--- config.mk ---
export PLATFORM = sky130hd
export DESIGN_NAME = arsb_alloc_calc
export DESIGN_NICKNAME = d
export VERILOG_FILES = /design/src/design/arsb_pkg.sv /design/src/design/arsb_alloc_calc.sv
export SDC_FILE = /design/constraint.sdc
export NUM_CORES = 1
export LEC_CHECK = 0
export ABC_AREA = 1
export ABC_CLOCK_PERIOD_IN_PS = 8300
export BUFFER_PORTS_ARGS = -buffer_cell sky130_fd_sc_hd__buf_2
export CORE_UTILIZATION = 60
export DETAILED_ROUTE_END_ITERATION = 16
export PLACE_DENSITY = 0.85
export SYNTH_ARGS = -nofsm -noshare
export SYNTH_HDL_FRONTEND = slang
export SYNTH_SLANG_ARGS = --single-unit
--- constraint.sdc ---
create_clock -name vclk -period 8.3
set_input_delay 1.66 -clock vclk [all_inputs]
set_output_delay 1.66 -clock vclk [all_outputs]
set_load 0.005 [all_outputs]
--- src/design/arsb_pkg.sv ---
// ----------------------------------------------------------------------------
// arsb_pkg
// shared types, codes and helpers of the arena slot and bump allocator
// ----------------------------------------------------------------------------
package arsb_pkg;

    localparam int WORD_BITS = 64;
    localparam int BIT_W     = 6;
    localparam int LOG_W     = 6;
    localparam int BUMP_W    = 33;

    localparam logic [LOG_W-1:0] LOG_LIMIT = 6'd32;

    localparam logic [1:0] OP_CREATE = 2'd0;
    localparam logic [1:0] OP_ALLOC  = 2'd1;
    localparam logic [1:0] OP_FREE   = 2'd2;
    localparam logic [1:0] OP_CLEAR  = 2'd3;

    localparam logic [1:0] ST_OK      = 2'd0;
    localparam logic [1:0] ST_NO_SLOT = 2'd1;
    localparam logic [1:0] ST_OVER    = 2'd2;

    localparam logic CFG_DEFAULT_LOG = 1'b0;
    localparam logic CFG_MAX_LOG     = 1'b1;

    typedef struct packed {
        logic [BUMP_W-1:0] bump;
        logic [LOG_W-1:0]  log_cap;
    } arena_entry_t;

    typedef struct packed {
        logic wr_en;
        logic load_cursor;
    } slot_cmd_t;

    function automatic logic [LOG_W-1:0] sat_log(input logic [LOG_W-1:0] v);
        return (v > LOG_LIMIT) ? LOG_LIMIT : v;
    endfunction

    // lowest clear bit, 63 when the word is full
    function automatic logic [BIT_W-1:0] first_zero(input logic [WORD_BITS-1:0] w);
        logic [BIT_W-1:0] r;
        r = BIT_W'(WORD_BITS - 1);
        for (int b = WORD_BITS - 1; b >= 0; b--) begin
            if (!w[b]) begin
                r = BIT_W'(b);
            end
        end
        return r;
    endfunction

endpackage

--- src/design/arsb_alloc_calc.sv ---
// ----------------------------------------------------------------------------
// arsb_alloc_calc
// bump allocation: grows log capacity to the smallest fitting power of two
// ----------------------------------------------------------------------------
module arsb_alloc_calc (
    input  arsb_pkg::arena_entry_t entry,
    input  logic [31:0]            object_size,
    input  logic [5:0]             max_log,
    output logic                   fits,
    output logic [5:0]             new_log,
    output logic [32:0]            new_bump
);
    import arsb_pkg::*;

    logic [33:0]      need;
    logic [33:0]      cap_now;
    logic             fits_now;
    logic             fit_any;
    logic [LOG_W-1:0] kmin;
    logic [LOG_W-1:0] mx;

    always_comb begin
        need     = 34'(entry.bump) + 34'(object_size);
        cap_now  = 34'(1) << entry.log_cap;
        fits_now = (need <= cap_now) || (34'(entry.bump) > cap_now);
        mx       = sat_log(max_log);
        kmin     = '0;
        fit_any  = 1'b0;
        for (int k = 32; k >= 0; k--) begin
            if (need <= (34'(1) << k)) begin
                kmin    = LOG_W'(k);
                fit_any = 1'b1;
            end
        end
        fits     = fits_now || (fit_any && (kmin <= mx));
        new_log  = fits_now ? entry.log_cap : kmin;
        new_bump = need[32:0];
    end

endmodule

==> impl_metrics.prom <==
# TYPE chip_impl_metric gauge
chip_impl_metric{name="fin_ws",unit="ns"} -0.275
chip_impl_metric{name="n_fill_cell",unit=""} 865
chip_impl_metric{name="detail_route.iter0.violations",unit=""} 1775
chip_impl_metric{name="final.clkbuf_count",unit=""} 0
chip_impl_metric{name="track_usage",unit=""} 0.434
chip_impl_metric{name="ir_drop",unit="mV"} 0.0680
chip_impl_metric{name="avgRoutedWirePerCell",unit="microns"} 19.9
chip_impl_metric{name="gp_congestion",unit=""} 1.04
chip_impl_info{name="post_synth_most_frequent_cells",value="412 x nand2_1, 207 x inv_1, 121 x nor2_1"} 1
chip_impl_metric{name="timing.critical_path.arrival",unit="ns"} 6.92
chip_impl_metric{name="fin_crit_sh",unit=""} 1.03
chip_impl_metric{name="numSequentialCells",unit=""} 0
chip_impl_metric{name="num_rows",unit=""} 38
chip_impl_info{name="worst-setup-path-type",value="in -> out"} 1
chip_impl_metric{name="die-height",unit="microns"} 108
chip_impl_metric{name="grt_pass1_wl",unit="mm"} 39.4
chip_impl_info{name="synthMostInstantiatedCell",value="nand2_1"} 1
chip_impl_metric{name="critPathMaxFanout",unit=""} 5
chip_impl_metric{name="seq_area",unit="sq um"} 0
chip_impl_metric{name="dpl_worst_slack",unit="ns"} 0.120
chip_impl_metric{name="port_buffers",unit=""} 117
chip_impl_info{name="outcome",value="finished with violations"} 1
chip_impl_metric{name="postRouteAntennaNets",unit=""} 0
chip_impl_info{name="cp-start-kind",value="primary input"} 1
chip_impl_metric{name="area_delta_synth_final",unit="%"} 23.6
chip_impl_metric{name="routed-via-count",unit=""} 9827
chip_impl_info{name="timing.critical_path.slowest_stage_cell",value="ha_2"} 1
chip_impl_metric{name="chipWidth",unit="microns"} 108
chip_impl_metric{name="fin_max_slew_vios",unit=""} 0
chip_impl_metric{name="core",unit="sq um"} 10900
chip_impl_metric{name="synth_cell_types",unit=""} 50
chip_impl_info{name="timing.critical_path.max_delay_family",value="simple AND/OR/NAND/NOR gates"} 1
chip_impl_info{name="critPathCapture",value="fits"} 1
chip_impl_metric{name="finalCriticalPeriod",unit="ns"} 8.58
chip_impl_metric{name="place.detailed.hpwl",unit="mm"} 22.5
chip_impl_metric{name="post-route-cell-area",unit="sq um"} 8340
chip_impl_metric{name="detail_route.wirelength",unit="mm"} 31.0
chip_impl_metric{name="total_leakage_power",unit="nW"} 4.38
chip_impl_metric{name="synth_net_count",unit=""} 1458
chip_impl_info{name="critPathCaptureType",value="primary output"} 1
chip_impl_metric{name="vias_per_cell",unit=""} 6.31
chip_impl_metric{name="critical_path.max_stage_delay",unit="ns"} 0.35
chip_impl_metric{name="grt_overflow",unit=""} 0
chip_impl_metric{name="initial_antenna_violation_count",unit=""} 1
chip_impl_metric{name="power.density_cell_area",unit="nW/um^2"} 92.7
chip_impl_info{name="synth_area_leaders",value="nand2_1 23%, ha_1 19%, inv_1 12%, nor2_1 6.7%, nand3_1 5.6%"} 1
chip_impl_metric{name="crit_buf_inv",unit=""} 8
chip_impl_metric{name="fmax",unit="MHz"} 117
chip_impl_metric{name="postPlaceCellArea",unit="sq um"} 7540
chip_impl_metric{name="die_area",unit="sq um"} 11700
chip_impl_metric{name="final_layout_size_suffix_gt1_frac",unit=""} 0.278
chip_impl_metric{name="fin_hold_ws",unit="ns"} 3.73
chip_impl_metric{name="mean_cell_area_of_the_mapped_netlist",unit="sq um"} 5.29
chip_impl_metric{name="final_hold_violations",unit=""} 0
chip_impl_metric{name="final-setup-viol-count",unit=""} 1
chip_impl_metric{name="drc",unit=""} 0
chip_impl_metric{name="first_pass_iters",unit=""} 9
chip_impl_info{name="violations_in_the_final_reports",value="setup timing"} 1
chip_impl_metric{name="cp_num_cells",unit=""} 39
chip_impl_info{name="cell_taking_the_most_area_after_synthesis",value="nand2_1"} 1
chip_impl_info{name="holdCritPathClass",value="in -> out"} 1
chip_impl_metric{name="syn_area",unit="sq um"} 6750
chip_impl_metric{name="seq_area_frac_synth",unit=""} 0
chip_impl_info{name="unrepaired_setup_endpoints_after_global_routing",value="yes"} 1
chip_impl_metric{name="top_level_ports",unit=""} 117
chip_impl_metric{name="utilization",unit=""} 0.766
chip_impl_metric{name="max_slew.worst_pin.slew",unit="ns"} 0.924
chip_impl_metric{name="slew_headroom",unit=""} 0.382
chip_impl_info{name="critical_path.startpoint",value="entry[16]"} 1
chip_impl_metric{name="finalNetCount",unit=""} 1600
chip_impl_metric{name="grt_start_max_net_pins",unit=""} 18
chip_impl_metric{name="initial_core_util",unit=""} 0.620
chip_impl_metric{name="timing.critical_path.required",unit="ns"} 6.64
chip_impl_metric{name="synth.top_cell.area_share",unit=""} 0.229
chip_impl_metric{name="syn_inst_count",unit=""} 1276
chip_impl_metric{name="timing.max_cap.violations",unit=""} 0
chip_impl_metric{name="first_global_vias",unit=""} 7889
chip_impl_metric{name="yosys_warnings",unit=""} 0
chip_impl_info{name="critical-path-top-cell-by-count",value="nand2_1"} 1
area by class of cell:
class | instances | area (sq um) | area share
timing repair buffer | 146 | 820 | 0.0983
inverter | 242 | 911 | 0.109
antenna | 1 | 2.50 | 0.000300
multi-input combinational | 1028 | 6430 | 0.771
tap | 140 | 175 | 0.0210
tightest hold or removal path: cells and delay by family:
family,cells,cell delay (ns)
buffers and inverters,2,0.22
adder cells (fa/ha/maj),1,0.19
per-stage QoR:
step / power, W / cells / setup TNS, ns
floorplan: 0.000430 / 1276 / 0
global placement: 0.000615 / 1535 / 0
detailed placement: 0.000625 / 1535 / 0
CTS: 0.000628 / 1535 / 0
global route: 0.000834 / 1556 / -0.590
finish: 0.000773 / 1557 / -0.275
cells in the final DEF (no fill, tap or decap), drive strengths merged, types with 2 or more instances in the layout:
master | netlist | layout
or2 | 3 | 3
o21ai | 25 | 25
nand3 | 91 | 91
nor2 | 153 | 153
o21a | 4 | 4
xor2 | 4 | 4
a21oi | 55 | 55
and3 | 2 | 2
nand2 | 466 | 466
o211ai | 5 | 5
nand4 | 32 | 32
a31o | 3 | 3
a21boi | 2 | 2
buf | 2 | 146
a21o | 2 | 2
a31oi | 5 | 5
nand3b | 4 | 4
nor3 | 30 | 30
nor4 | 19 | 19
clkinv | 3 | 3
o21bai | 3 | 3
ha | 104 | 104
inv | 239 | 239
a41oi | 3 | 3
and2 | 4 | 4
worst min-delay path by stage:
| stage | start | to | slack [ns] | depth (start not counted) |
|---|---|---|---|---|
| 2_1_floorplan | entry[5] | new_log[5] | 3.45 | 1 |
| 3_3_place_gp | entry[1] | new_log[1] | 3.76 | 4 |
| 3_5_place_dp | entry[5] | new_log[5] | 3.76 | 3 |
| 4_1_cts | entry[1] | new_log[1] | 3.76 | 4 |
| 5_1_grt | entry[6] | new_bump[0] | 3.72 | 3 |
| 6_report | entry[6] | new_bump[0] | 3.73 | 3 |
per-layer routing:
metal  GRT usage  share of wire  routed length, microns  vias to the layer above
li1            -              -                       -                     4390
met1       0.583           0.36                   11200                     4253
met2       0.685           0.39                   12200                      900
met3      0.0989           0.17                    5130                      278
met4       0.129          0.076                    2350                        6
met5           0         0.0034                     106                        -
cell families (layout without fill, tap and decap cells):
family                     count (synthesis)  after routing  synth area share
muxes                                      1              1           0.00167
adders and majority gates                105            105             0.196
AOI/OAI and AO/OA                        113            113            0.0972
xor gates and xnor gates                   4              4           0.00631
other                                      0              1                 0
and+or+nand+nor                          805            805             0.560
buffers and inverters                    248            388             0.139
repair_timing:
action,in CTS,in global routing
endpoints found under the hold margin,0,0
hold buffers,0,0
endpoints found under the setup margin,0,1
gates resized for setup,0,156
buffers inserted,0,21
report_power, final:
part / internal (W) / switching [W]
clock: 0.0000000000339 / 0
combinational: 0.000254 / 0.000519
sequential: 0 / 0
total: 0.000254 / 0.000519
Note: power is estimated with default switching activity, not from simulation.
