<file path="src/design/arsb_pkg.sv">
// ----------------------------------------------------------------------------
// arsb_pkg
// shared types, codes and helpers of the arena slot and bump allocator
// ----------------------------------------------------------------------------
package arsb_pkg;

    localparam int WORD_BITS = 64;
    localparam int BIT_W     = 6;
    localparam int LOG_W     = 6;
    localparam int BUMP_W    = 33;

    localparam logic [LOG_W-1:0] LOG_LIMIT = 6'd32;

    localparam logic [1:0] OP_CREATE = 2'd0;
    localparam logic [1:0] OP_ALLOC  = 2'd1;
    localparam logic [1:0] OP_FREE   = 2'd2;
    localparam logic [1:0] OP_CLEAR  = 2'd3;

    localparam logic [1:0] ST_OK      = 2'd0;
    localparam logic [1:0] ST_NO_SLOT = 2'd1;
    localparam logic [1:0] ST_OVER    = 2'd2;

    localparam logic CFG_DEFAULT_LOG = 1'b0;
    localparam logic CFG_MAX_LOG     = 1'b1;

    typedef struct packed {
        logic [BUMP_W-1:0] bump;
        logic [LOG_W-1:0]  log_cap;
    } arena_entry_t;

    typedef struct packed {
        logic wr_en;
        logic load_cursor;
    } slot_cmd_t;

    function automatic logic [LOG_W-1:0] sat_log(input logic [LOG_W-1:0] v);
        return (v > LOG_LIMIT) ? LOG_LIMIT : v;
    endfunction

    // lowest clear bit, 63 when the word is full
    function automatic logic [BIT_W-1:0] first_zero(input logic [WORD_BITS-1:0] w);
        logic [BIT_W-1:0] r;
        r = BIT_W'(WORD_BITS - 1);
        for (int b = WORD_BITS - 1; b >= 0; b--) begin
            if (!w[b]) begin
                r = BIT_W'(b);
            end
        end
        return r;
    endfunction

endpackage

</file>
<file path="src/design/arsb_slot_map.sv">
// ----------------------------------------------------------------------------
// arsb_slot_map
// occupancy bitmap memory, per-word full flags, rotating cursor, word pick
// ----------------------------------------------------------------------------
module arsb_slot_map #(
    parameter int WORD_COUNT = 4,
    parameter int WORD_W     = 2
) (
    input  logic                 aclk,
    input  logic                 aresetn,
    input  logic                 rd_en,
    input  logic [WORD_W-1:0]    rd_word,
    output logic [63:0]          rd_data,
    input  arsb_pkg::slot_cmd_t  cmd,
    input  logic [WORD_W-1:0]    wr_word,
    input  logic [63:0]          wr_data,
    output logic [WORD_W-1:0]    pick_word,
    output logic                 any_free
);
    import arsb_pkg::*;

    logic [WORD_BITS-1:0]  bm_mem [WORD_COUNT];
    logic [WORD_BITS-1:0]  rd_data_reg;
    logic [WORD_COUNT-1:0] full_reg;
    logic [WORD_W-1:0]     cursor_reg;
    logic [WORD_COUNT-1:0] not_full;
    logic [WORD_COUNT-1:0] upper;
    logic [WORD_W-1:0]     pick_upper;
    logic [WORD_W-1:0]     pick_any;

    always_ff @(posedge aclk) begin
        if (cmd.wr_en) begin
            bm_mem[wr_word] <= wr_data;
        end
        if (rd_en) begin
            rd_data_reg <= bm_mem[rd_word];
        end
    end

    always_ff @(posedge aclk) begin
        if (!aresetn) begin
            full_reg   <= '0;
            cursor_reg <= '0;
        end else begin
            if (cmd.wr_en) begin
                full_reg[wr_word] <= &wr_data;
            end
            if (cmd.load_cursor) begin
                cursor_reg <= wr_word;
            end
        end
    end

    // first non-full word at or after the cursor, else the first overall
    always_comb begin
        not_full   = ~full_reg;
        pick_upper = '0;
        pick_any   = '0;
        for (int w = 0; w < WORD_COUNT; w++) begin
            upper[w] = not_full[w] && (WORD_W'(w) >= cursor_reg);
        end
        for (int w = WORD_COUNT - 1; w >= 0; w--) begin
            if (upper[w]) begin
                pick_upper = WORD_W'(w);
            end
            if (not_full[w]) begin
                pick_any = WORD_W'(w);
            end
        end
        pick_word = (|upper) ? pick_upper : pick_any;
        any_free  = |not_full;
    end

    assign rd_data = rd_data_reg;

endmodule

</file>
<file path="config.mk">
export PLATFORM = sky130hd
export DESIGN_NAME = arsb_slot_map
export DESIGN_NICKNAME = d
export VERILOG_FILES = /design/src/design/arsb_pkg.sv /design/src/design/arsb_slot_map.sv
export SDC_FILE = /design/constraint.sdc
export NUM_CORES = 1
export LEC_CHECK = 0
export BUFFER_PORTS_ARGS = -buffer_cell sky130_fd_sc_hd__buf_4
export CAP_MARGIN = 20
export CORE_MARGIN = 1.5
export CORE_UTILIZATION = 57
export DETAILED_ROUTE_END_ITERATION = 16
export HOLD_SLACK_MARGIN = 0.05
export PLACE_DENSITY = 0.75
export SYNTH_ARGS = -nofsm -noshare
export SYNTH_HDL_FRONTEND = slang
export SYNTH_SLANG_ARGS = --single-unit
</file>
<file path="constraint.sdc">
create_clock -name aclk -period 8.5 [get_ports aclk]
set_input_delay 0.85 -clock aclk [delete_from_list [all_inputs] [get_ports aclk]]
set_output_delay 0.85 -clock aclk [all_outputs]
set_load 0.02 [all_outputs]
</file>
==> results.yml, run 1 <==
critical_path:
  critPathBufInv: 1
  cp_slowest_cell: "dfxtp_1"
  critPathMaxFanout: 5
  path_common_cell: "o21ai_0"
  crit_type: "flip-flop to output port"
  cp.required_ns: 7.65
  crit_chain: "nor2b_1 -> o21ai_0 -> o21ai_0 -> a31oi_1 -> buf_4"
  crit_path_start_kind: "flip-flop"
  cp_slowest_stage_delay_ns: 0.34
  cp-end-kind: "output port"
  arrival_ns: 1.61
  critPathTopFamily: "compound AO/OA/AOI/OAI gates"
logic_synthesis:
  postSynthAreaPerCell_um2: 25.6
  yosysMostFrequentCell: "edfxtp_1"
  synthTopCellsByArea: "edfxtp_1 82%, mux4_2 12%, buf_12 1.0%"
  ys_seq_area_share_pct: 83.5
  postSynth.asyncResetShare_pct: 0
  yosys_warnings: 0
  syn-num-nets: 528
  synth_seq_cells: 326
  synthFlopType: "edfxtp_1"
  netlist_area_um2: 11700
  yosysTopAreaCell: "edfxtp_1"
  syn_inst: 455
  yosysTopAreaCellShare_pct: 82.4
  synthTopCellsByCount: "320 x edfxtp_1, 60 x mux4_2, 18 x nand4_1"
  synth_edf_count: 320
  synth_cell_types: 23
clock_tree:
  cts_buffers: 34
  clk_path_buf_depth: 3
  clock-sinks: 326
  cts_root_buffer: "clkbuf_16"
  ctsResizeCount: 0
  worstSkewPairLatency_ns: 0.52
  postCtsHoldBufs: 0
  cts_setup_buffers: 0
  clk_pin_slew_ns: 0.06
  htreeDepth: 2
  cts_tree: "yes"
power:
  leakagePower_uw: 0.00477
  power_density_nw_per_um2: 254
  ir_drop_mv: 0.222
timing:
  period_share_pct: 28.9
  worst_pin_slew_ns: 1.04
  setup_viol: 0
  slew_headroom_pct: 30.3
  fin_crit_ns: 2.46
  clock_skew_ns: 0.0182
  final.setup.tns_ns: 0
  rsz0062_at_grt: "false"
  finalMaxSlewViolations: 0
  hold_viol_final: 0
  fmax_ghz: 0.407
flow_run:
  drv_cap: 0
route:
  wl_mm: 20.8
  drc: 0
  drtIter0Drc: 355
  vias: 5240
  drt_pass1_iterations: 4
  via_per_inst: 5.73
  wl_per_cell_um: 22.7
  drtAntennaViolNets: 0
placement:
  numPortBuffers: 139
  dp.cells: 854
  gp_routability_congestion: 0.699
  dpl.hpwl_mm: 11.6
cells_and_area:
  drive_gt1_share_pct: 39.5
  areaGrowthSynthToFinish_pct: 20.7
  layout.nets: 693
  largest_reg_flops: 256
  fin_cells: 915
  diodes: 0
global_route:
  grt_pass1_vias: 5610
  grt_overflow_total: 0
  grtUsageTotal_pct: 20.2
  grt_max_degree: 67
  antenna_found_initial: 0
  grt_first_pass_wirelength_mm: 32.0
die:
  core_area_um2: 20200
  io_pins: 140
  start_util_pct: 57.8
  die_y_um: 146
  rows: 52
  die_w_um: 146
  die_area_um2: 21300
worst_hold_path:
  min_path_type: "input pin to flip-flop"
run_status:
  status: "complete, no violations"
[routing by layer]
| metal | vias to the layer above | global-route usage [%] | part of all wire, % |
|---|---|---|---|
| met1 | 2707 | 26.7 | 40 |
| met5 | - | 0 | 0 |
| met2 | 196 | 33.6 | 52 |
| met4 | 0 | 7.07 | 2.2 |
| met3 | 32 | 4.58 | 6.3 |
| li1 | 2305 | - | - |
[cell type report]
class	instances	area (µm²)
well taps	270	338
fillers	1249	6110
flip-flops and latches	326	9730
inverters	2	7.51
repair buffers	143	1090
clock buffers	41	898
multi-input cells	113	1770
clock inverters	20	223
[power breakdown]
group          total (µW)  switching, µW  internal, µW
combinational         219            118           101
clock                1470            584           881
sequential           1890           24.7          1870
total                3570            727          2850
[path summary, 6_finish.rpt]
check | to | depth (start not counted) | slack [ns] | start
max | pick_word[0] | 5 | 6.04 | cursor_reg[1]
min | bm_mem[0][27] | 1 | 0.54 | wr_data[27]
max reg2reg | rd_data[2] | 1 | 7.36 | bm_mem[1][2]
min reg2reg | cursor_reg[1] | 2 | 0.59 | cursor_reg[1]
[logic make-up (layout without fill, tap and decap cells)]
family / count (synthesis) / count (layout) / share of synthesized area, %
buf+inv: 16 / 206 / 1.49
compound gates: 16 / 16 / 0.741
mux: 66 / 66 / 12.7
flops: 326 / 326 / 83.5
simple gates: 31 / 31 / 1.63
[layout by cell type (no fill, tap or decap), types with 2 or more instances in the layout]
cell / count
clkinvlp_4: 2
clkinv_8: 2
a21oi_1: 5
mux2i_1: 2
clkbuf_16: 35
nor4_1: 4
clkinv_2: 4
inv_1: 2
o21ai_0: 8
buf_4: 142
clkbuf_1: 6
bufinv_16: 4
nor2b_1: 3
dfxtp_1: 6
clkinv_1: 7
mux4_1: 4
mux4_2: 60
nand4_1: 18
edfxtp_1: 320
[per-stage QoR]
| stage | hold WS (ns) | area (µm²) | utilization (%) | power (µW) | setup WS (ns) |
|---|---|---|---|---|---|
| 2_1_floorplan | 0.516 | 11700 | - | 2040 | 2.23 |
| 3_3_place_gp | 0.536 | 12900 | 64.0 | 2130 | 5.48 |
| 3_5_place_dp | 0.576 | 12900 | 64.2 | 2150 | 5.44 |
| 4_1_cts | 0.517 | 14100 | 69.7 | 3610 | 5.99 |
| 5_1_grt | 0.522 | 14100 | 69.7 | 3690 | 5.88 |
| 6_report | 0.536 | 14100 | 69.7 | 3570 | 6.04 |
(Power assumes the default switching activity.)
==> inputs of run 2 (changes only) <==
--- a/config.mk
+++ b/config.mk
@@ -8,10 +8,10 @@
 export BUFFER_PORTS_ARGS = -buffer_cell sky130_fd_sc_hd__buf_4
 export CAP_MARGIN = 20
 export CORE_MARGIN = 1.5
-export CORE_UTILIZATION = 57
+export CORE_UTILIZATION = 52
 export DETAILED_ROUTE_END_ITERATION = 16
 export HOLD_SLACK_MARGIN = 0.05
-export PLACE_DENSITY = 0.75
+export PLACE_DENSITY = 0.72
 export SYNTH_ARGS = -nofsm -noshare
 export SYNTH_HDL_FRONTEND = slang
 export SYNTH_SLANG_ARGS = --single-unit
==> constraint.sdc (replaced) <==
create_clock -name aclk -period 2.05 [get_ports aclk]
set_input_delay 0.205 -clock aclk [delete_from_list [all_inputs] [get_ports aclk]]
set_output_delay 0.205 -clock aclk [all_outputs]
set_load 0.02 [all_outputs]
==> run 2 against run 1 <==
  * Clock power rose to 4.1 times the previous value
  * Global-route usage down 0.34 points
  * Via count up 7.1%
  * Clock skew down 0.0013 ns
  * Sequential share of layout area down 4.1 points
  * Combinational power rose to 4.9 times the previous value
  * Count of clock-buffer cells in the layout down 9
  * Critical path type unchanged
==> results.yml, run 2 (synthesis results as in run 1) <==
run_status:
  status: "complete, no violations"
cells_and_area:
  fill_cells: 1398
  drive_gt1_share_pct: 37.6
  areaGrowthSynthToFinish_pct: 28.3
  fin_util_pct: 68.3
  final_common_cell: "edfxtp_1"
  multi_input_comb_area_um2: 1780
  layout.nets: 775
  final_cell_mix: "320 x edfxtp_1, 150 x buf_4, 69 x dlygate4sd3_1, 60 x mux4_2, 31 x clkbuf_16"
  largest_reg_flops: 256
  regArea_um2: 9730
  diodes: 0
global_route:
  grt_max_degree: 67
  grt_overflow_total: 0
  antenna_found_initial: 0
  grt_pass1_vias: 6074
  grtUsageTotal_pct: 19.8
  grt_first_pass_wirelength_mm: 35.2
critical_path:
  critPathMaxFanout: 6
  cp_slowest_cell: "dfxtp_1"
  cp.required_ns: 1.85
  reg2reg_from: "cursor_reg[1]"
  crit_chain: "nor2b_1 -> o21ai_0 -> o21ai_0 -> a31oi_1 -> buf_4"
  r2r-end: "cursor_reg[1]"
  crit_type: "flip-flop to output port"
  r2r_slack_ns: 0.86
  cp-end-kind: "output port"
  cp_slowest_stage_delay_ns: 0.42
  ff2ff_path_depth: 3
  critPathTopFamily: "compound AO/OA/AOI/OAI gates"
  critPathBufInv: 1
  crit_start: "full_reg[0]"
  crit_path_start_kind: "flip-flop"
  path_common_cell: "o21ai_0"
  arrival_ns: 1.63
clock_tree:
  clk_path_buf_depth: 3
  cts_setup_buffers: 0
  worstSkewPairLatency_ns: 0.55
  clk_pin_slew_ns: 0.07
  cts_root_buffer: "clkbuf_16"
  htreeDepth: 1
  clock-sinks: 326
  cts_buffers: 31
  cts_tree: "yes"
die:
  die_y_um: 153
  start_util_pct: 53.2
  die_area_um2: 23300
  io_pins: 140
  rows: 54
  core_area_um2: 21900
  die_w_um: 153
timing:
  period_share_pct: 89.8
  whs_ns: 0.167
  fin_ws_ns: 0.210
  final.setup.tns_ns: 0
  rsz0062_at_grt: "false"
  finalMaxSlewViolations: 0
  fin_crit_ns: 1.84
  worst_pin_slew_ns: 0.648
  slew_headroom_pct: 56.4
  fmax_ghz: 0.543
  clock_skew_ns: 0.0170
  setup_viol: 0
  hold_viol_final: 0
route:
  drtAntennaViolNets: 0
  wl_met3_mm: 1.66
  drc: 0
  wl_mm: 22.4
  wl_per_cell_um: 22.2
  drtIter0Drc: 394
  dr_wl_met2_mm: 11.3
  vias: 5612
  drt_pass1_iterations: 4
  met1_length_mm: 9.09
  via_per_inst: 5.58
  dr.max_layer_used: "met4"
power:
  ir_drop_mv: 0.611
  power_density_nw_per_um2: 996
  leakagePower_uw: 0.00516
worst_hold_path:
  worst_hold_path.num_cells: 2
  holdCritStartpoint: "rd_word[1]"
  min_path_type: "input pin to flip-flop"
  min_to: "rd_data[45]"
placement:
  pre_cts_ws_ns: 0.298
  gp_routability_congestion: 0.721
  dpl.hpwl_mm: 13.4
  numPortBuffers: 139
flow_run:
  drv_cap: 0
[run 2: changes by cell type in the layout (fill, tap and decap cells not counted), moves of 2 or more]
cell           before  now
clkinv_8            2    0
clkbuf_16          35   31
buf_4             142  150
clkinvlp_4          2    4
clkbuf_1            6    1
dlygate4sd3_1       0   69
buf_12              0    9
bufinv_16           4    7
clkinv_2            4    6
[run 2: where the power goes]
part,leakage [µW],switching [µW],internal (µW)
registers,0.00303,109,7730
clock network,0.000526,2350,3650
logic,0.00160,531,535
total,0.00516,2990,11900
[run 2: what timing repair did]
action                                  CTS  global route
hold buffers                             69             0
endpoints found under the setup margin    0             0
hold endpoints to repair                267             0
gates resized for setup                   0             0
[run 2: per-layer routing]
metal	GRT usage, %	up-vias
met5	0	-
met2	33.3	232
li1	-	2474
met3	3.87	26
met1	27.4	2880
met4	4.58	0
[run 2: how the worst max path moves through the flow]
stage,end,slack [ns],depth (start not counted)
2_1_floorplan,bm_mem[0][0],-0.28,1
3_3_place_gp,rd_data[41],0.39,3
3_5_place_dp,full_reg[1],0.30,5
4_1_cts,pick_word[0],0.19,5
5_1_grt,pick_word[1],0.10,4
6_report,pick_word[0],0.21,5
[run 2: cell type report]
cell class | instances | area share, %
clock buffer | 32 | 5.21
clock inverter | 25 | 2.09
inverter | 2 | 0.0502
multi-input combinational | 113 | 11.9
sequential | 326 | 65.0
tap | 280 | 2.34
timing repair buffer | 228 | 13.4
[run 2: worst register-to-register path: stages, from the launching register on]
cell and delay (ns):
dfxtp_1 0.35, mux2i_1 0.13, nor2b_1 0.05, dlygate4sd3_1 0.55
[run 2: metrics by stage]
step                      instances  power [µW]  cell area, µm²
after floorplan                 455        8430           11700
after global placement          880        8900           13200
final                          1006       14900           15000
after CTS                      1006       15000           15000
after global routing           1006       15300           15000
after detailed placement        880        8950           13200
